==> config.mk <==
export PLATFORM = sky130hd
export DESIGN_NAME = markup_line_tokenizer_flat
export DESIGN_NICKNAME = d
export VERILOG_FILES = /design/src/rtl/mlt_pkg.sv /design/src/rtl/mlt_if.sv /design/src/rtl/markup_line_tokenizer.sv /design/src/rtl/mlt_front.sv /design/src/rtl/mlt_queue.sv /design/src/rtl/mlt_back.sv /design/src/flat_wrapper.sv
export SDC_FILE = /design/constraint.sdc
export NUM_CORES = 1
export LEC_CHECK = 0
export BUFFER_PORTS_ARGS = -buffer_cell sky130_fd_sc_hd__clkbuf_2
export CAP_MARGIN = 20
export CELL_PAD_IN_SITES_DETAIL_PLACEMENT = 2
export CELL_PAD_IN_SITES_GLOBAL_PLACEMENT = 2
export CORE_ASPECT_RATIO = 1.25
export CORE_MARGIN = 2
export CORE_UTILIZATION = 30
export CTS_CLUSTER_SIZE = 40
export DETAILED_ROUTE_END_ITERATION = 10
export GPL_TIMING_DRIVEN = 1
export PLACE_DENSITY = 0.61
export SYNTH_ARGS = -nofsm -noshare
export SYNTH_HDL_FRONTEND = slang
export SYNTH_SLANG_ARGS = --single-unit
==> constraint.sdc <==
create_clock -name clock -period 10.55 [get_ports clock]
set_input_delay 1.055 -clock clock [delete_from_list [all_inputs] [get_ports clock]]
set_output_delay 1.055 -clock clock [all_outputs]
set_load 0.02 [all_outputs]
==> src/rtl/mlt_pkg.sv <==
// Shared types, character codes and token helper functions for the markup
// line tokenizer. No dependencies; every other file but mlt_if.sv uses this package.
`default_nettype none

package mlt_pkg;

   // Bullet indent step
   localparam int unsigned INDENT_STEP = 4;
   // Reciprocal for the bullet level: q = (level * BULLET_RECIP) >> 16.
   // Exact for every 8-bit level and every step from 1 to 8.
   localparam int unsigned BULLET_RECIP = (65536 + INDENT_STEP - 1) / INDENT_STEP;

   // Queue between the front and the back
   localparam int unsigned QDEPTH = 4;
   localparam int unsigned QPTR_W = $clog2(QDEPTH);
   localparam int unsigned QCNT_W = $clog2(QDEPTH + 1);

   // Tokens one input item may cause
   localparam int unsigned TOK_SLOTS = 3;
   localparam int unsigned TOK_IDX_W = 2;

   localparam logic [7:0] CH_TAB    = 8'd9;
   localparam logic [7:0] CH_LF     = 8'd10;
   localparam logic [7:0] CH_CR     = 8'd13;
   localparam logic [7:0] CH_SPACE  = 8'd32;
   localparam logic [7:0] CH_BANG   = 8'd33;
   localparam logic [7:0] CH_HASH   = 8'd35;
   localparam logic [7:0] CH_QUOTE1 = 8'd39;
   localparam logic [7:0] CH_STAR   = 8'd42;
   localparam logic [7:0] CH_DASH   = 8'd45;
   localparam logic [7:0] CH_DOT    = 8'd46;
   localparam logic [7:0] CH_GT     = 8'd62;
   localparam logic [7:0] CH_BSLASH = 8'd92;
   localparam logic [7:0] CH_CARET  = 8'd94;
   localparam logic [7:0] CH_UNDER  = 8'd95;
   localparam logic [7:0] CH_BTICK  = 8'd96;
   localparam logic [7:0] CH_TILDE  = 8'd126;

   typedef enum logic [2:0] {
      PH_START,
      PH_INDENT,
      PH_LSLASH,
      PH_HASH,
      PH_SKIPWS,
      PH_FENCE,
      PH_BULLET,
      PH_BODY
   } phase_type;

   typedef enum logic [2:0] {
      TK_CHAR   = 3'd0,
      TK_BOLD   = 3'd1,
      TK_ITALIC = 3'd2,
      TK_SUB    = 3'd3,
      TK_SUP    = 3'd4,
      TK_CONST  = 3'd5,
      TK_EMPTY  = 3'd6
   } tok_kind_type;

   typedef enum logic [2:0] {
      LK_NORMAL = 3'd0,
      LK_HEADER = 3'd1,
      LK_ESCAPE = 3'd2,
      LK_QUOTE  = 3'd3,
      LK_MONO   = 3'd4,
      LK_BULLET = 3'd5
   } line_kind_type;

   typedef struct packed {
      tok_kind_type kind;
      logic [7:0]   ch;
      logic         last;
   } tok_type;

   // All tokens of one input item share the line kind and level
   typedef struct packed {
      line_kind_type                lk;
      logic [7:0]                   level;
      logic [TOK_IDX_W-1:0]         cnt;
      tok_type [TOK_SLOTS-1:0]      tok;
   } bundle_type;

   typedef struct packed {
      bundle_type b;
      logic       esc;
      logic       star;
   } work_type;

   typedef struct packed {
      logic full;
      logic not_empty;
   } q_status_type;

   function automatic logic is_ws(input logic [7:0] c);
      return c inside {CH_SPACE, [CH_TAB:CH_CR]};
   endfunction

   function automatic logic line_esc(input logic [7:0] c);
      return c inside {CH_UNDER, CH_CARET, CH_STAR, CH_DASH, CH_BSLASH};
   endfunction

   function automatic logic [7:0] sat_add(input logic [7:0] a, input logic [7:0] b);
      logic [8:0] s;
      s = {1'b0, a} + {1'b0, b};
      return s[8] ? 8'd255 : s[7:0];
   endfunction

   function automatic work_type push_tok(input work_type w, input tok_kind_type k,
                                         input logic [7:0] ch, input logic last);
      work_type r;
      r = w;
      if (w.b.cnt != TOK_IDX_W'(TOK_SLOTS)) begin
         r.b.tok[w.b.cnt] = '{kind: k, ch: ch, last: last};
         r.b.cnt = w.b.cnt + TOK_IDX_W'(1);
      end
      return r;
   endfunction

   // One byte of line text: escapes, star pairing, emphasis marks
   function automatic work_type body_byte(input work_type w, input logic [7:0] c);
      work_type r;
      logic     done;
      r = w;
      done = 1'b0;
      if (w.esc) begin
         r.esc = 1'b0;
         if (!line_esc(c)) r = push_tok(r, TK_CHAR, CH_BSLASH, 1'b0);
         r = push_tok(r, TK_CHAR, c, 1'b0);
      end else begin
         if (w.star) begin
            r.star = 1'b0;
            if (c == CH_STAR) begin
               r = push_tok(r, TK_BOLD, 8'd0, 1'b0);
               done = 1'b1;
            end else begin
               r = push_tok(r, TK_ITALIC, 8'd0, 1'b0);
            end
         end
         if (!done) begin
            case (c)
               CH_BSLASH: r.esc = 1'b1;
               CH_STAR:   r.star = 1'b1;
               CH_UNDER:  r = push_tok(r, TK_SUB, 8'd0, 1'b0);
               CH_CARET:  r = push_tok(r, TK_SUP, 8'd0, 1'b0);
               CH_BTICK:  r = push_tok(r, TK_CONST, 8'd0, 1'b0);
               default:   r = push_tok(r, TK_CHAR, c, 1'b0);
            endcase
         end
      end
      return r;
   endfunction

   // Tokenize the held prefix bytes as ordinary text
   function automatic work_type replay(input work_type w, input logic [7:0] h0,
                                       input logic [7:0] h1, input logic [1:0] hcnt);
      work_type r;
      r = w;
      if (hcnt != 2'd0) r = body_byte(r, h0);
      if (hcnt == 2'd2) r = body_byte(r, h1);
      return r;
   endfunction

endpackage

`default_nettype wire

==> src/rtl/mlt_if.sv <==
// Valid/ready channel interfaces for the tokenizer's byte input and token output.
// Depends on nothing; the top level and the front and back modules use them.
`default_nettype none

interface mlt_req_if;
   logic       valid;
   logic       ready;
   logic [7:0] char_code;
   logic       end_of_line;
   modport source (output valid, char_code, end_of_line, input ready);
   modport sink (input valid, char_code, end_of_line, output ready);
endinterface

interface mlt_rsp_if;
   logic       valid;
   logic       ready;
   logic [2:0] token_kind;
   logic [7:0] token_char;
   logic [2:0] line_kind;
   logic [7:0] line_level;
   logic       last_of_line;
   modport source (output valid, token_kind, token_char, line_kind, line_level,
                   last_of_line, input ready);
   modport sink (input valid, token_kind, token_char, line_kind, line_level,
                 last_of_line, output ready);
endinterface

`default_nettype wire

==> src/rtl/markup_line_tokenizer.sv <==
// Markup line tokenizer: bytes pass the bundle queue and the registered result
// stage to rsp_if. One byte is accepted per cycle unless the queue is full; one
// token leaves per cycle while rsp_if is ready. The 4-entry queue absorbs bytes
// whose several tokens hold the result stage. Synchronous active-high reset
// returns the line state to line start and empties the queue and result stage.
`default_nettype none

module markup_line_tokenizer (
   input  wire       clock,
   input  wire       reset,
   mlt_req_if.sink   req_if,
   mlt_rsp_if.source rsp_if
);

   // Front to queue: one bundle per byte that makes any token
   logic                  push;
   mlt_pkg::bundle_type   push_data;

   // Queue to back: head bundle, pop when its last token is taken
   logic                  pop;
   mlt_pkg::bundle_type   head;
   mlt_pkg::q_status_type q_status;

   // Classify each byte against the line prefix state; stall on a full queue
   mlt_front u_front (
      .clock     (clock),
      .reset     (reset),
      .req_if    (req_if),
      .q_status  (q_status),
      .push      (push),
      .push_data (push_data)
   );

   // Hold bundles so the front keeps taking bytes while tokens wait
   mlt_queue u_queue (
      .clock     (clock),
      .reset     (reset),
      .push      (push),
      .push_data (push_data),
      .pop       (pop),
      .q_status  (q_status),
      .head      (head)
   );

   // Move head-bundle tokens to the output register, one per cycle unless stalled
   mlt_back u_back (
      .clock    (clock),
      .reset    (reset),
      .q_status (q_status),
      .head     (head),
      .pop      (pop),
      .rsp_if   (rsp_if)
   );

endmodule

`default_nettype wire

==> src/rtl/mlt_front.sv <==
// Front end: takes bytes, tracks the line prefix state and turns each byte
// into a bundle of up to three tokens. Depends on mlt_pkg and mlt_req_if.
`default_nettype none

module mlt_front (
   input  wire                   clock,
   input  wire                   reset,
   mlt_req_if.sink               req_if,
   input  mlt_pkg::q_status_type q_status,
   output logic                  push,
   output mlt_pkg::bundle_type   push_data
);

   mlt_pkg::phase_type     phase_ff, phase_in;
   logic [7:0]             held0_ff, held0_in;
   logic [7:0]             held1_ff, held1_in;
   logic [1:0]             hcnt_ff, hcnt_in;
   mlt_pkg::line_kind_type kind_ff, kind_in;
   logic [7:0]             level_ff, level_in;
   logic                   star_ff, star_in;
   logic                   esc_ff, esc_in;

   logic                   accept;
   logic [7:0]             c;
   logic [24:0]            bullet_prod;
   mlt_pkg::work_type      w;

   assign req_if.ready = !q_status.full;
   assign accept = req_if.valid && req_if.ready;
   assign c = req_if.char_code;
   assign bullet_prod = {17'd0, level_ff} * 25'(mlt_pkg::BULLET_RECIP);

   always_comb begin
      phase_in = phase_ff;
      held0_in = held0_ff;
      held1_in = held1_ff;
      hcnt_in = hcnt_ff;
      kind_in = kind_ff;
      level_in = level_ff;
      w = '0;
      w.esc = esc_ff;
      w.star = star_ff;

      if (accept) begin
         if (req_if.end_of_line) begin
            if (phase_ff == mlt_pkg::PH_START) begin
               kind_in = mlt_pkg::LK_NORMAL;
               level_in = 8'd0;
               w = mlt_pkg::push_tok(w, mlt_pkg::TK_EMPTY, 8'd0, 1'b1);
            end else begin
               if (phase_ff == mlt_pkg::PH_LSLASH) begin
                  w = mlt_pkg::push_tok(w, mlt_pkg::TK_CHAR, mlt_pkg::CH_BSLASH, 1'b0);
               end else if (phase_ff == mlt_pkg::PH_FENCE ||
                            phase_ff == mlt_pkg::PH_BULLET) begin
                  kind_in = mlt_pkg::LK_NORMAL;
                  w = mlt_pkg::replay(w, held0_ff, held1_ff, hcnt_ff);
               end
               if (w.esc) w = mlt_pkg::push_tok(w, mlt_pkg::TK_CHAR, mlt_pkg::CH_BSLASH, 1'b0);
               if (w.star) w = mlt_pkg::push_tok(w, mlt_pkg::TK_ITALIC, 8'd0, 1'b0);
               w = mlt_pkg::push_tok(w, mlt_pkg::TK_CHAR, mlt_pkg::CH_LF, 1'b1);
            end
         end else begin
            case (phase_ff)
               mlt_pkg::PH_START, mlt_pkg::PH_INDENT: begin
                  if (mlt_pkg::is_ws(c)) begin
                     level_in = mlt_pkg::sat_add(level_ff, (c == mlt_pkg::CH_TAB) ? 8'd4 : 8'd1);
                     phase_in = mlt_pkg::PH_INDENT;
                  end else begin
                     case (c)
                        mlt_pkg::CH_BSLASH: begin
                           kind_in = mlt_pkg::LK_NORMAL;
                           phase_in = mlt_pkg::PH_LSLASH;
                        end
                        mlt_pkg::CH_HASH: begin
                           kind_in = mlt_pkg::LK_HEADER;
                           level_in = 8'd1;
                           phase_in = mlt_pkg::PH_HASH;
                        end
                        mlt_pkg::CH_BANG: begin
                           kind_in = mlt_pkg::LK_ESCAPE;
                           phase_in = mlt_pkg::PH_BODY;
                        end
                        mlt_pkg::CH_QUOTE1, mlt_pkg::CH_DOT: begin
                           kind_in = mlt_pkg::LK_ESCAPE;
                           phase_in = mlt_pkg::PH_BODY;
                           w = mlt_pkg::body_byte(w, c);
                        end
                        mlt_pkg::CH_GT: begin
                           kind_in = mlt_pkg::LK_QUOTE;
                           phase_in = mlt_pkg::PH_SKIPWS;
                        end
                        mlt_pkg::CH_BTICK, mlt_pkg::CH_TILDE: begin
                           held0_in = c;
                           hcnt_in = 2'd1;
                           phase_in = mlt_pkg::PH_FENCE;
                        end
                        mlt_pkg::CH_STAR, mlt_pkg::CH_DASH: begin
                           held0_in = c;
                           hcnt_in = 2'd1;
                           phase_in = mlt_pkg::PH_BULLET;
                        end
                        default: begin
                           kind_in = mlt_pkg::LK_NORMAL;
                           phase_in = mlt_pkg::PH_BODY;
                           w = mlt_pkg::body_byte(w, c);
                        end
                     endcase
                  end
               end
               mlt_pkg::PH_LSLASH: begin
                  if (!(c == mlt_pkg::CH_HASH || mlt_pkg::line_esc(c)))
                     w = mlt_pkg::push_tok(w, mlt_pkg::TK_CHAR, mlt_pkg::CH_BSLASH, 1'b0);
                  w = mlt_pkg::push_tok(w, mlt_pkg::TK_CHAR, c, 1'b0);
                  phase_in = mlt_pkg::PH_BODY;
               end
               mlt_pkg::PH_HASH: begin
                  if (c == mlt_pkg::CH_HASH) begin
                     level_in = mlt_pkg::sat_add(level_ff, 8'd1);
                  end else if (mlt_pkg::is_ws(c)) begin
                     phase_in = mlt_pkg::PH_SKIPWS;
                  end else begin
                     phase_in = mlt_pkg::PH_BODY;
                     w = mlt_pkg::body_byte(w, c);
                  end
               end
               mlt_pkg::PH_SKIPWS: begin
                  if (!mlt_pkg::is_ws(c)) begin
                     phase_in = mlt_pkg::PH_BODY;
                     w = mlt_pkg::body_byte(w, c);
                  end
               end
               mlt_pkg::PH_FENCE: begin
                  if (c == held0_ff) begin
                     if (hcnt_ff != 2'd2) begin
                        held1_in = c;
                        hcnt_in = 2'd2;
                     end else begin
                        kind_in = mlt_pkg::LK_MONO;
                        hcnt_in = 2'd0;
                        phase_in = mlt_pkg::PH_BODY;
                     end
                  end else begin
                     kind_in = mlt_pkg::LK_NORMAL;
                     hcnt_in = 2'd0;
                     phase_in = mlt_pkg::PH_BODY;
                     w = mlt_pkg::replay(w, held0_ff, held1_ff, hcnt_ff);
                     w = mlt_pkg::body_byte(w, c);
                  end
               end
               mlt_pkg::PH_BULLET: begin
                  if (mlt_pkg::is_ws(c)) begin
                     kind_in = mlt_pkg::LK_BULLET;
                     level_in = bullet_prod[23:16];
                     hcnt_in = 2'd0;
                     phase_in = mlt_pkg::PH_SKIPWS;
                  end else begin
                     kind_in = mlt_pkg::LK_NORMAL;
                     hcnt_in = 2'd0;
                     phase_in = mlt_pkg::PH_BODY;
                     w = mlt_pkg::replay(w, held0_ff, held1_ff, hcnt_ff);
                     w = mlt_pkg::body_byte(w, c);
                  end
               end
               default: begin
                  phase_in = mlt_pkg::PH_BODY;
                  w = mlt_pkg::body_byte(w, c);
               end
            endcase
         end
      end

      // Tokens carry the line kind and level in force when they were made
      w.b.lk = kind_in;
      w.b.level = level_in;
      star_in = w.star;
      esc_in = w.esc;

      // Drop all line state at the end of the line
      if (accept && req_if.end_of_line) begin
         phase_in = mlt_pkg::PH_START;
         held0_in = 8'd0;
         held1_in = 8'd0;
         hcnt_in = 2'd0;
         kind_in = mlt_pkg::LK_NORMAL;
         level_in = 8'd0;
         star_in = 1'b0;
         esc_in = 1'b0;
      end

      push_data = w.b;
      push = accept && (w.b.cnt != '0);
   end

   always_ff @(posedge clock) begin
      if (reset) begin
         phase_ff <= mlt_pkg::PH_START;
         held0_ff <= 8'd0;
         held1_ff <= 8'd0;
         hcnt_ff <= 2'd0;
         kind_ff <= mlt_pkg::LK_NORMAL;
         level_ff <= 8'd0;
         star_ff <= 1'b0;
         esc_ff <= 1'b0;
      end else begin
         phase_ff <= phase_in;
         held0_ff <= held0_in;
         held1_ff <= held1_in;
         hcnt_ff <= hcnt_in;
         kind_ff <= kind_in;
         level_ff <= level_in;
         star_ff <= star_in;
         esc_ff <= esc_in;
      end
   end

endmodule

`default_nettype wire

==> src/rtl/mlt_queue.sv <==
// Short bundle queue between the tokenizer front and back.
// Depends on mlt_pkg for the bundle type and queue depth.
`default_nettype none

module mlt_queue (
   input  wire                   clock,
   input  wire                   reset,
   input  wire                   push,
   input  mlt_pkg::bundle_type   push_data,
   input  wire                   pop,
   output mlt_pkg::q_status_type q_status,
   output mlt_pkg::bundle_type   head
);

   mlt_pkg::bundle_type                 slot_ff [mlt_pkg::QDEPTH];
   logic [mlt_pkg::QPTR_W-1:0]          wr_ptr_ff, wr_ptr_in;
   logic [mlt_pkg::QPTR_W-1:0]          rd_ptr_ff, rd_ptr_in;
   logic [mlt_pkg::QCNT_W-1:0]          cnt_ff, cnt_in;

   assign q_status.full = (cnt_ff == mlt_pkg::QCNT_W'(mlt_pkg::QDEPTH));
   assign q_status.not_empty = (cnt_ff != '0);
   assign head = slot_ff[rd_ptr_ff];

   always_comb begin
      wr_ptr_in = wr_ptr_ff;
      rd_ptr_in = rd_ptr_ff;
      cnt_in = cnt_ff;
      if (push) begin
         wr_ptr_in = (wr_ptr_ff == mlt_pkg::QPTR_W'(mlt_pkg::QDEPTH - 1)) ?
                     '0 : wr_ptr_ff + mlt_pkg::QPTR_W'(1);
      end
      if (pop) begin
         rd_ptr_in = (rd_ptr_ff == mlt_pkg::QPTR_W'(mlt_pkg::QDEPTH - 1)) ?
                     '0 : rd_ptr_ff + mlt_pkg::QPTR_W'(1);
      end
      if (push && !pop) cnt_in = cnt_ff + mlt_pkg::QCNT_W'(1);
      else if (pop && !push) cnt_in = cnt_ff - mlt_pkg::QCNT_W'(1);
   end

   always_ff @(posedge clock) begin
      if (push) slot_ff[wr_ptr_ff] <= push_data;
   end

   always_ff @(posedge clock) begin
      if (reset) begin
         wr_ptr_ff <= '0;
         rd_ptr_ff <= '0;
         cnt_ff <= '0;
      end else begin
         wr_ptr_ff <= wr_ptr_in;
         rd_ptr_ff <= rd_ptr_in;
         cnt_ff <= cnt_in;
      end
   end

`ifndef SYNTHESIS
   a_no_overfill: assert property (@(posedge clock) disable iff (reset)
      push |-> (!q_status.full || pop))
      else $error("queue push while full");
   a_no_underrun: assert property (@(posedge clock) disable iff (reset)
      pop |-> q_status.not_empty)
      else $error("queue pop while empty");
   a_cnt_bound: assert property (@(posedge clock) disable iff (reset)
      cnt_ff <= mlt_pkg::QCNT_W'(mlt_pkg::QDEPTH))
      else $error("queue count out of range");
   a_cnt_grow: assert property (@(posedge clock) disable iff (reset)
      (push && !pop) |=> (cnt_ff - $past(cnt_ff)) == mlt_pkg::QCNT_W'(1))
      else $error("queue count did not follow push");
   a_head_tokens: assert property (@(posedge clock) disable iff (reset)
      q_status.not_empty |-> (head.cnt != '0))
      else $error("queued bundle holds no token");
`endif

endmodule

`default_nettype wire

==> src/rtl/mlt_back.sv <==
// Back end: walks head-bundle tokens into the registered result stage,
// one per cycle while it is empty or taken. Depends on mlt_pkg and mlt_rsp_if.
`default_nettype none

module mlt_back (
   input  wire                   clock,
   input  wire                   reset,
   input  mlt_pkg::q_status_type q_status,
   input  mlt_pkg::bundle_type   head,
   output logic                  pop,
   mlt_rsp_if.source             rsp_if
);

   logic [mlt_pkg::TOK_IDX_W-1:0] idx_ff, idx_in;
   logic                          valid_ff, valid_in;
   mlt_pkg::tok_type              tok_ff;
   mlt_pkg::line_kind_type        lk_ff;
   logic [7:0]                    level_ff;
   logic                          load;
   logic                          take;
   logic                          last_tok;

   assign load = !valid_ff || rsp_if.ready;
   assign take = load && q_status.not_empty;
   assign last_tok = (idx_ff == head.cnt - mlt_pkg::TOK_IDX_W'(1));

   always_comb begin
      idx_in = idx_ff;
      valid_in = valid_ff;
      pop = 1'b0;
      if (load) valid_in = q_status.not_empty;
      if (take) begin
         if (last_tok) begin
            pop = 1'b1;
            idx_in = '0;
         end else begin
            idx_in = idx_ff + mlt_pkg::TOK_IDX_W'(1);
         end
      end
   end

   always_ff @(posedge clock) begin
      if (reset) begin
         idx_ff <= '0;
         valid_ff <= 1'b0;
      end else begin
         idx_ff <= idx_in;
         valid_ff <= valid_in;
      end
   end

   always_ff @(posedge clock) begin
      if (take) begin
         tok_ff <= head.tok[idx_ff];
         lk_ff <= head.lk;
         level_ff <= head.level;
      end
   end

   assign rsp_if.valid = valid_ff;
   assign rsp_if.token_kind = tok_ff.kind;
   assign rsp_if.token_char = tok_ff.ch;
   assign rsp_if.line_kind = lk_ff;
   assign rsp_if.line_level = level_ff;
   assign rsp_if.last_of_line = tok_ff.last;

endmodule

`default_nettype wire

==> src/flat_wrapper.sv <==
// flat-port wrapper written by rule: the top's interface ports become plain ports
module markup_line_tokenizer_flat 
  (clock, reset, req_if_valid, req_if_char_code, req_if_end_of_line, req_if_ready, rsp_if_valid, rsp_if_token_kind, rsp_if_token_char, rsp_if_line_kind, rsp_if_line_level, rsp_if_last_of_line, rsp_if_ready);
  mlt_req_if req_if_i ();
  mlt_rsp_if rsp_if_i ();
  input  wire clock;
  input  wire reset;
  input wire logic [$bits(req_if_i.valid)-1:0] req_if_valid;
  input wire logic [$bits(req_if_i.char_code)-1:0] req_if_char_code;
  input wire logic [$bits(req_if_i.end_of_line)-1:0] req_if_end_of_line;
  output wire logic [$bits(req_if_i.ready)-1:0] req_if_ready;
  output wire logic [$bits(rsp_if_i.valid)-1:0] rsp_if_valid;
  output wire logic [$bits(rsp_if_i.token_kind)-1:0] rsp_if_token_kind;
  output wire logic [$bits(rsp_if_i.token_char)-1:0] rsp_if_token_char;
  output wire logic [$bits(rsp_if_i.line_kind)-1:0] rsp_if_line_kind;
  output wire logic [$bits(rsp_if_i.line_level)-1:0] rsp_if_line_level;
  output wire logic [$bits(rsp_if_i.last_of_line)-1:0] rsp_if_last_of_line;
  input wire logic [$bits(rsp_if_i.ready)-1:0] rsp_if_ready;
  assign req_if_i.valid = req_if_valid;
  assign req_if_i.char_code = req_if_char_code;
  assign req_if_i.end_of_line = req_if_end_of_line;
  assign req_if_ready = req_if_i.ready;
  assign rsp_if_valid = rsp_if_i.valid;
  assign rsp_if_token_kind = rsp_if_i.token_kind;
  assign rsp_if_token_char = rsp_if_i.token_char;
  assign rsp_if_line_kind = rsp_if_i.line_kind;
  assign rsp_if_line_level = rsp_if_i.line_level;
  assign rsp_if_last_of_line = rsp_if_i.last_of_line;
  assign rsp_if_i.ready = rsp_if_ready;
  markup_line_tokenizer u_core (.clock(clock), .reset(reset), .req_if(req_if_i), .rsp_if(rsp_if_i));
endmodule
* Word level (Yosys, flattened, before mapping)
Memories as Yosys holds them, arrays and structs flattened. A register that Yosys moved wholly into a read port is not among the register bits.
Index checks and enable logic that the tools add are counted.
W data, S select, Z words.
** Operators by class
- Reductions and logical operators :: 77
- Add/sub/neg operators :: 43
- $lt $le $gt $ge :: 73
- Bitwise gates (word level) :: 173
- Equal/unequal tests :: 88
- Muxes and demuxes :: 576
** Operators with widths (count)
- $mux W40 :: 225
- $mux W38 :: 84
- $pmux W38 S4 :: 13
- $bwmux W36 :: 27
- $demux W12 S2 :: 35
- $and A33 B33 Y33 :: 24
- $not A33 Y33 :: 24
- $and A30 B30 Y30 :: 26
- $not A30 Y30 :: 26
- $mux W12 :: 36
- $pmux W40 S6 :: 1
- $mux W39 :: 5
- $or A6 B6 Y6 :: 26
- $and A24 B24 Y24 :: 6
- $not A24 Y24 :: 6
- $lt A2 B3 Y1 const B :: 36
- $eq A8 B7 Y1 const B :: 13
- $mux W1 :: 104
- $eq A8 B6 Y1 const B :: 12
- $ne A2 B2 Y1 const B :: 41
- $pmux W40 S2 :: 1
- $add A2 B1 Y2 const B :: 38
- $mux W8 :: 9
- $or A12 B12 Y12 :: 6
- other kinds (45) :: 206
** Storage, ports and cells
- Word-level logic and storage cells :: 1049
- Output and inout port bits :: 25
- Memories kept :: 1
- Bits in registers :: 67
- Input bits :: 13
- Memory bits (writable) :: 196
** Memory list
- u_core.u_queue.slot_ff :: depth 4, width 49, rd ports 1, clocked after Yosys merged registers in 1, write ports 1, RTL line mlt_queue.sv:15 : mlt_pkg::bundle_type slot_ff [mlt_pkg::QDEPTH];

* Logic depth before layout (Yosys ltp)
Gate-level depths: netlist (run 1).
- Word-level depth :: 96
- Gate-level depth with buffers :: 19
- Depth with buffers taken out :: 16

* Modules after synthesis
From an unflattened synthesis (run 1), not the netlist that was laid out.
** Second synthesis, totals
- Cell total of the unflattened synthesis :: 1392
- Area, all modules :: 15070.7 µm²
** Modules (own cells, without submodules)
- mlt_queue :: seq. area each 6065.8 µm², instances 1, area an instance 7533.5 µm², cells each 300
- mlt_front :: seq. area each 680.7 µm², instances 1, area an instance 6393.6 µm², cells each 1006
- mlt_back :: seq. area each 750.7 µm², instances 1, area an instance 1143.6 µm², cells each 86

* Least setup slack after synthesis (run 1)
OpenSTA, ideal clock, no wires.
- Path kind :: input to register
- Start :: input req_if_char_code[0]
- End :: memory u_core.u_queue.slot_ff[0][0] (netlist name), enable pin
- Path slack :: 4185 ps
- Arrival time :: 5903 ps
- Data required time :: 10088 ps
- Path buffers :: 1
- Stages :: 11
- Setup time :: 462 ps
- Path through :: clkbuf_1 o21ba_2 o211ai_1 nand2_1 or4_1 or3_1 o2111ai_1 a2111oi_2 a311oi_2 a31oi_4 nor2b_1
** On the way
- Longest elaborated chain between the ends :: 21
- Elaborated cells on any way between the ends :: 183
- Classes of those cells :: add/sub: 10; order compare: 2; eq/ne: 24; mux: 138; reduce/logical: 9
** Ends and longest elaborated chain
- start, declared :: RTL line flat_wrapper.sv:9 : input wire logic [$bits(req_if_i.char_code)-1:0] req_if_char_code;
- $eq A8 B7 Y1 (tied with other cells) :: RTL line mlt_pkg.sv:99, mlt_pkg.sv:140
- $reduce_bool A5 Y1 / $mux W40 (equally long branches) :: RTL line mlt_pkg.sv:99, mlt_pkg.sv:132
- $mux W39 / $mux W40 (equally long branches) :: RTL line mlt_pkg.sv:127, mlt_pkg.sv:130
- $mux W40 :: RTL line mlt_pkg.sv:125 : if (w.esc) begin
- $mux W40 (on tied branches)
- $mux W40 (on tied branches) :: RTL line mlt_front.sv:65, mlt_front.sv:63, mlt_front.sv:117
- $mux W40 (on tied branches) :: RTL line mlt_front.sv:63, mlt_front.sv:45
- $mux W40 (on tied branches) :: RTL line mlt_front.sv:45, mlt_front.sv:44
- [5 not listed]
- $mux W40 (on tied branches)
- $pmux W40 S6 * :: RTL line mlt_front.sv:63 : case (phase_ff)
- $mux W40 * :: RTL line mlt_front.sv:45 : if (req_if.end_of_line) begin
- $mux W40 * :: RTL line mlt_front.sv:44 : if (accept) begin
- $reduce_bool A2 Y1 * :: RTL line mlt_front.sv:191 : push = accept && (w.b.cnt != '0);
- $logic_and A1 B1 Y1 * :: RTL line mlt_front.sv:191
- $mux W1 * :: RTL line mlt_queue.sv:41 : if (push) slot_ff[wr_ptr_ff] <= push_data;
- $mux W1 (not written as such) * :: RTL line mlt_queue.sv:41
- end, declared :: RTL line mlt_queue.sv:15
Mark *: on every way between the ends. The rest lies on a longest branch, timed or not. The select of a mux whose other input is x is not followed.

* Worst setup path after layout (run 1)
- Start :: input req_if_char_code[1]
- End :: memory u_core.u_queue.slot_ff[1][26] (netlist name), enable pin
The elaborated chain is that of the path after synthesis.

==> impl_metrics.py, run 1 <==
metrics = {
    "timing": {
        "setup_viol": 0,
        "skew_ps": 41.6,
        "fmaxAchievable_mhz": 168,
        "period_minus_slack_ps": 5950,
        "slew_violations": 0,
        "fin_crit_sh_pct": 56.4,
        "relSlewSlack_pct": 23.9,
        "worst_slew_pin_slew_ps": 1130,
        "rsz0062_at_grt": "no",
        "setup-tns-final_ps": 0,
        "timing.final.hold_violations": 0,
    },
    "power_and_ir_drop": {
        "power_w": 0.00337,
        "p_sw_share_pct": 31.6,
        "p_clk_share_pct": 30.0,
        "vdd_drop_max_v": 0.000101,
        "comb_power_share_pct": 27.2,
        "p_int_w": 0.00231,
        "p_seq_share_pct": 42.8,
        "p_leak_nw": 5.49,
        "pwr_density_cell_nw_per_um2": 199,
        "p_switching_w": 0.00106,
    },
    "synth": {
        "synthSimpleGateAreaFrac_pct": 15.4,
        "ys_top_cells_by_count": "edfxtp_1 (219), nor2_1 (124), a21oi_1 (107), nand2_1 (107), o21ai_0 (87)",
        "yosys-top-cells-area": "edfxtp_1 (44%), mux4_2 (7.3%), dfxtp_1 (6.1%), a21oi_1 (3.6%), nor2_1 (3.1%)",
        "syn_avg_cell_area_um2": 10.8,
        "synth-edff-count": 219,
        "synthFlopType": "edfxtp_1",
        "syn_nets": 1420,
        "ys_seq_area_share_pct": 49.9,
        "yosys_warnings": 0,
        "yosys.area_share.adder_pct": 0.966,
        "synth_top_cell_by_area": "edfxtp_1",
        "synth_most_common_cell": "edfxtp_1",
        "synthDistinctLibCells": 94,
        "synthesis.area_um2": 15000,
        "synthMuxAreaShare_pct": 9.66,
        "synth-compound-area-share_pct": 19.6,
        "synth_seq_cells": 265,
        "synthCells": 1396,
        "synthXorXnorAreaFrac_pct": 1.11,
        "synth_top_family_by_area": "compound AO/OA/AOI/OAI gates",
        "async_flop_share_pct": 0,
        "yosysTopAreaCellShare_pct": 43.8,
    },
    "floorplan": {
        "placementRows": 91,
        "coreArea_um2": 49400,
        "die_w_um": 204,
        "dieArea_um2": 51900,
        "initial_utilization_pct": 30.4,
        "io_pins": 38,
        "fp.dieH_um": 254,
    },
    "worst_hold_path": {
        "hold_path_class": "reg2reg",
    },
    "detailed_routing": {
        "dr.first_iter.drc_count": 771,
        "vias": 12233,
        "drc": 0,
        "wl_per_cell_um": 29.4,
        "dr.pass1.iters": 5,
        "avgViaCountPerCell": 5.89,
        "ant_nets": 0,
        "routed_wl_um": 61000,
    },
    "run_status": {
        "status": "complete, no violations",
    },
    "cts": {
        "cts_sinks": 265,
        "clock_latency_ps": 570,
        "cts_tree": "built",
        "root_buffer": "clkbuf_16",
        "cts_made_buffers": 29,
        "htree_levels": 1,
        "cts.reportedPaths.clkPinSlew_ps": 60,
        "cts_hold_buf": 0,
        "ctsResizeCount": 0,
        "post_cts_buffers": 0,
        "cts_buffer_depth": 3,
    },
    "grt": {
        "antenna_found_initial": 0,
        "grt_pass1_vias": 13052,
        "gr-total-overflow": 0,
        "grt_max_degree": 50,
        "grt_pass1_wl_um": 90500,
        "grt_util_all_layers_pct": 23.5,
    },
    "place": {
        "hpwl_um": 45600,
        "port_buffers": 37,
        "gp_congestion": 0.926,
        "placed_area_um2": 16000,
    },
    "critical_path": {
        "slowest_stage": "or4_1",
        "slowest_delay_ps": 860,
        "worstSetupPathType": "in2reg",
        "cp-start-kind": "primary input",
        "crit_fanout": 31,
        "critPathArrivalTime_ps": 6120,
        "crit_buf_inv": 2,
        "required_ps": 10720,
        "end_kind": "register",
        "worst_path_dominant_cell_family": "simple AND/OR/NAND/NOR gates",
        "crit_chain": "clkbuf_2 -> o21ba_2 -> o211ai_1 -> nand2_1 -> or4_1 -> or3_1 -> o2111ai_1 -> a2111oi_2 -> a311oi_2 -> a31oi_4 -> nor2b_4 -> buf_4",
    },
    "layout": {
        "fillers": 5331,
        "diodes": 0,
        "finalInstanceArea_um2": 16900,
        "area_growth_pct": 12.5,
        "seqCellArea_um2": 7500,
        "layout.nets": 1429,
        "drive_gt1_share_pct": 14.7,
        "multi_input_area_um2": 7050,
    },
    "flow_run": {
        "cap_violations": 0,
    },
}
-- registers in the layout, indices dropped and copies added (netlist names), 2 cells and up, named ones only --
register	count
u_core.u_back.rsp_if.token_char	8
u_core.u_back.rsp_if.token_kind	3
u_core.u_front.phase_ff	3
u_core.u_back.idx_ff	2
u_core.u_front.level_ff	8
u_core.u_front.held1_ff	8
u_core.u_queue.rd_ptr_ff	2
u_core.u_front.held0_ff	8
u_core.u_queue.wr_ptr_ff	2
u_core.u_front.kind_ff	3
u_core.u_queue.cnt_ff	3
u_core.u_queue.slot_ff	196
u_core.u_front.hcnt_ff	2
u_core.u_back.rsp_if.line_level	8
u_core.u_back.rsp_if.line_kind	3
-- area by class of cell --
| class | count | area share [%] |
|---|---|---|
| multi-input cells | 999 | 41.7 |
| clock buffers | 40 | 4.66 |
| inverters | 38 | 0.844 |
| well taps | 651 | 4.82 |
| flip-flops and latches | 265 | 44.4 |
| repair buffers | 72 | 2.64 |
| clock inverters | 13 | 0.911 |
-- power groups by stage --
stage               logic (W)  registers, W  clock network [W]
floorplan            0.000564       0.00150                  0
global placement     0.000907       0.00145                  0
detailed placement   0.000931       0.00147                  0
CTS                  0.000938       0.00145            0.00103
global route         0.000995       0.00147            0.00107
finish               0.000916       0.00144            0.00101
-- stage by stage --
step                instances  util (%)  hold slack [ps]  setup WS [ps]
floorplan                1396         -              463           4190
global placement         2024      32.3              467           4250
detailed placement       2024      32.3              482           4040
CTS                      2077      34.2              489           4460
global route             2078      34.2              529           4320
finish                   2078      34.2              485           4600
-- cells in the final DEF (no fill, tap or decap), types with 13 or more instances in the layout --
master and instances:
inv_1 38, clkbuf_16 29, xnor2_1 13, edfxtp_1 219, dfxtp_1 44, a21oi_1 106, o22ai_1 28, clkbuf_2 38
mux4_2 49, mux2i_1 32, nor2_1 124, a22oi_1 17, a211oi_1 20, and2_1 25, a21o_1 13, nand3_1 33
nor3_1 34, a31oi_1 19, o21ai_0 87, nand2_1 107, o211ai_1 24, nand4_1 17, buf_4 34
-- worst register-to-register path: stages (launching register included) --
cell and delay (ps):
dfxtp_1 580, or4b_1 480, a211o_1 340, and4_4 270
or4_4 570, o211a_4 310, nor4_1 350, clkbuf_2 250
o221ai_1 180, a221oi_2 570, a31oi_4 180, nor2b_4 570
buf_4 560
-- routing by layer --
layer	global-route usage (%)	part of all wire [%]
met1	29.1	42
met4	10.8	5.1
met2	41.2	50
met5	0	0
met3	2.38	3.0
-- final timing paths --
kind | startpoint | to | slack [ps] | cells after the start
min | u_core.u_back.rsp_if.valid$_SDFFE_PP0P_ | u_core.u_back.rsp_if.valid$_SDFFE_PP0P_ | 490 | 2
min reg2reg | u_core.u_back.rsp_if.valid$_SDFFE_PP0P_ | u_core.u_back.rsp_if.valid$_SDFFE_PP0P_ | 490 | 2
max reg2reg | u_core.u_front.held0_ff[5]$_SDFFE_PP0P_ | u_core.u_queue.slot_ff[1][26]$_DFFE_PP_ | 4930 | 12
max | req_if_char_code[1] | u_core.u_queue.slot_ff[1][26]$_DFFE_PP_ | 4600 | 12
-- kinds of logic after synthesis --
family	after synthesis
flip-flops	265
AO/OA/AOI/OAI	436
XOR/XNOR	19
adder cells (fa/ha/maj)	11
buffers and inverters	132
AND/OR/NAND/NOR	450
multiplexers	83
(Power assumes the default switching activity.)
==> run 2, diff against run 1 <==
ABC_AREA = 1   (was default)
PLACE_DENSITY = 0.68   (was 0.61)
clock period = 4.78 ns   (was 10.55 ns; I/O delays follow)
==> run 2 against run 1 <==
Count of clock-buffer cells in the layout decreased by 9. Final area up 4.3%. Highest routed layer is now met5. Worst setup slack got worse by 4200 ps. Flip-flop and latch count unchanged. Largest power group unchanged. Largest cell class unchanged. Die area up 1.4%. Critical path type is now reg2reg. Cell count increased by 24%. Via count grew 17%. Register-to-register slack worse by 4500 ps. Area after synthesis increased by 1.4%.
==> impl_metrics.py, run 2 <==
metrics = {
    "synth": {
        "synth_most_common_cell": "nand2_1",
        "yosys-top-cells-area": "edfxtp_1 (43%), nand2_1 (7.4%), o21ai_0 (7.4%), dfxtp_1 (6.0%), nor2_1 (5.8%)",
        "yosys_warnings": 0,
        "yosys.area_share.adder_pct": 0.953,
        "synthesis.area_um2": 15200,
        "async_flop_share_pct": 0,
        "synth_seq_cells": 265,
        "synth-edff-count": 219,
        "synth-compound-area-share_pct": 20.4,
        "synthFlopType": "edfxtp_1",
        "synth_top_family_by_area": "simple AND/OR/NAND/NOR gates",
        "yosysTopAreaCellShare_pct": 43.2,
        "synthMuxAreaShare_pct": 0,
        "synth_top_cell_by_area": "edfxtp_1",
        "syn_avg_cell_area_um2": 8.32,
        "synthSimpleGateAreaFrac_pct": 22.0,
        "synthXorXnorAreaFrac_pct": 0.172,
        "ys_seq_area_share_pct": 49.2,
        "synthDistinctLibCells": 65,
        "synthCells": 1831,
        "ys_top_cells_by_count": "nand2_1 (302), nor2_1 (235), o21ai_0 (224)",
        "syn_nets": 1855,
    },
    "grt": {
        "grt_pass1_wl_um": 101000,
        "grt_pass1_vias": 15541,
        "grt_max_degree": 55,
        "grt_util_all_layers_pct": 25.7,
        "gr-total-overflow": 0,
        "antenna_found_initial": 1,
    },
    "cts": {
        "clock_latency_ps": 580,
        "cts_made_buffers": 28,
        "cts_buffer_depth": 3,
        "cts_sinks": 265,
        "htree_levels": 1,
        "cts_hold_buf": 0,
        "cts.reportedPaths.clkPinSlew_ps": 60,
        "post_cts_buffers": 0,
        "root_buffer": "clkbuf_16",
        "ctsResizeCount": 0,
        "cts_tree": "built",
    },
    "power_and_ir_drop": {
        "p_seq_share_pct": 39.6,
        "p_leak_nw": 6.62,
        "vdd_drop_max_v": 0.000300,
        "p_sw_share_pct": 36.7,
        "p_clk_share_pct": 29.0,
        "pwr_density_cell_nw_per_um2": 458,
        "comb_power_share_pct": 31.4,
        "p_int_w": 0.00511,
        "p_switching_w": 0.00296,
    },
    "critical_path": {
        "cpMostUsedCell": "nand2_1",
        "cp-start-kind": "register",
        "rr_worst_depth": 30,
        "worstReg2RegStart": "u_core.u_front.held1_ff[4]$_SDFFE_PP0P_",
        "end_kind": "register",
        "crit_fanout": 8,
        "required_ps": 5230,
        "slowest_stage": "fa_1",
        "r2r_setup_slack_ps": 420,
        "r2r_end": "u_core.u_queue.cnt_ff[2]$_SDFFE_PP0P_",
        "critPathArrivalTime_ps": 4810,
        "worstSetupPathType": "reg2reg",
        "slowest_delay_ps": 400,
    },
    "floorplan": {
        "placementRows": 92,
        "die_w_um": 206,
        "initial_utilization_pct": 30.3,
        "io_pins": 38,
        "coreArea_um2": 50300,
        "fp.dieH_um": 256,
        "dieArea_um2": 52600,
    },
    "detailed_routing": {
        "ant_nets": 0,
        "avgViaCountPerCell": 5.53,
        "dr.pass1.iters": 5,
        "drc": 0,
        "dr.first_iter.drc_count": 879,
        "wl_per_cell_um": 26.3,
        "routed_wl_um": 68000,
        "vias": 14274,
    },
    "timing": {
        "setup_ws_ps": 424,
        "setup_viol": 0,
        "slew_violations": 0,
        "fmaxAchievable_mhz": 230,
        "period_minus_slack_ps": 4360,
        "setup-tns-final_ps": 0,
        "relSlewSlack_pct": 27.4,
        "fin_crit_sh_pct": 91.1,
        "timing.final.hold_violations": 0,
        "skew_ps": 22.0,
        "rsz0062_at_grt": "no",
        "worst_slew_pin_slew_ps": 1090,
    },
    "flow_run": {
        "cap_violations": 0,
    },
    "place": {
        "numPlacedInstances": 2529,
        "port_buffers": 37,
        "hpwl_um": 51400,
        "placed_area_um2": 16600,
        "gp_congestion": 0.952,
        "dp_slack_ps": 127,
    },
    "layout": {
        "diodes": 0,
        "final_util_pct": 35.0,
        "largest_register": "u_core.u_queue.slot_ff",
        "area_growth_pct": 15.6,
        "layout.nets": 1925,
        "largest_reg_flops": 196,
        "finalInstanceArea_um2": 17600,
        "layout_commonest_cell": "nand2_1",
        "drive_gt1_share_pct": 13.9,
        "final_cells": 2581,
        "layout_common_cells": "nand2_1 (302), nor2_1 (230), o21ai_0 (224)",
        "fillers": 5643,
    },
    "worst_hold_path": {
        "min_from": "reset",
        "hold_path_class": "in2reg",
        "hold_depth": 2,
        "holdPathEnd": "u_core.u_queue.wr_ptr_ff[0]$_SDFFE_PP0P_",
    },
    "run_status": {
        "status": "complete, no violations",
    },
}
run 2: layout make-up:
| class | count | area (µm²) | area share (%) |
|---|---|---|---|
| multi-input combinational | 1282 | 6690 | 38.0 |
| sequential | 265 | 7500 | 42.6 |
| inverter | 208 | 786 | 4.46 |
| timing repair buffer | 116 | 841 | 4.77 |
| tap | 658 | 823 | 4.67 |
| clock buffer | 31 | 733 | 4.16 |
| clock inverter | 21 | 244 | 1.38 |
run 2: kinds of logic (layout without fill, tap and decap cells):
| group | count (synthesis) | after routing |
|---|---|---|
| AND/OR/NAND/NOR | 749 | 749 |
| AO/OA/AOI/OAI | 519 | 519 |
| buffers and inverters | 284 | 376 |
| flip-flops | 265 | 265 |
| adder cells (fa/ha/maj) | 11 | 11 |
| XOR/XNOR | 3 | 3 |
run 2: power groups by stage:
stage          Clock [W]  Combinational, W  Sequential (W)
2_1_floorplan          0           0.00138         0.00333
3_3_place_gp           0           0.00247         0.00322
3_5_place_dp           0           0.00255         0.00325
4_1_cts          0.00239           0.00257         0.00321
5_1_grt          0.00247           0.00275         0.00324
6_report         0.00234           0.00253         0.00320
run 2: worst max path at each step:
stage / depth (start not counted) / end / start
after floorplan: 21 / u_core.u_queue.slot_ff[0][0]$_DFFE_PP_ / req_if_char_code[6]
after global placement: 26 / u_core.u_queue.cnt_ff[2]$_SDFFE_PP0P_ / req_if_char_code[1]
after detailed placement: 26 / u_core.u_queue.cnt_ff[2]$_SDFFE_PP0P_ / req_if_char_code[1]
after CTS: 30 / u_core.u_queue.cnt_ff[2]$_SDFFE_PP0P_ / u_core.u_front.held1_ff[4]$_SDFFE_PP0P_
after global routing: 29 / u_core.u_queue.cnt_ff[2]$_SDFFE_PP0P_ / u_core.u_front.held1_ff[6]$_SDFFE_PP0P_
final: 30 / u_core.u_queue.cnt_ff[2]$_SDFFE_PP0P_ / u_core.u_front.held1_ff[4]$_SDFFE_PP0P_
run 2: worst max-delay path, delay by kind of cell, from the launching register on:
kind            cells  cell delay, ps
compound gates      4             500
buf+inv             3             280
simple gates       21            2610
flops               1             310
fa+ha+maj           2             530
run 2: per-layer routing:
layer	track usage, %	wire [µm]	vias up
met5	0	14	-
met4	9.51	2780	2
met3	2.39	2060	121
met2	45.6	34300	275
met1	32.2	28800	7270
li1	-	-	6606
run 2: stage by stage:
| stage | power, W | hold slack, ps |
|---|---|---|
| finish | 0.00807 | 180 |
| detailed placement | 0.00580 | 472 |
| global placement | 0.00568 | 457 |
| CTS | 0.00816 | 162 |
| global route | 0.00846 | 177 |
| floorplan | 0.00471 | 439 |
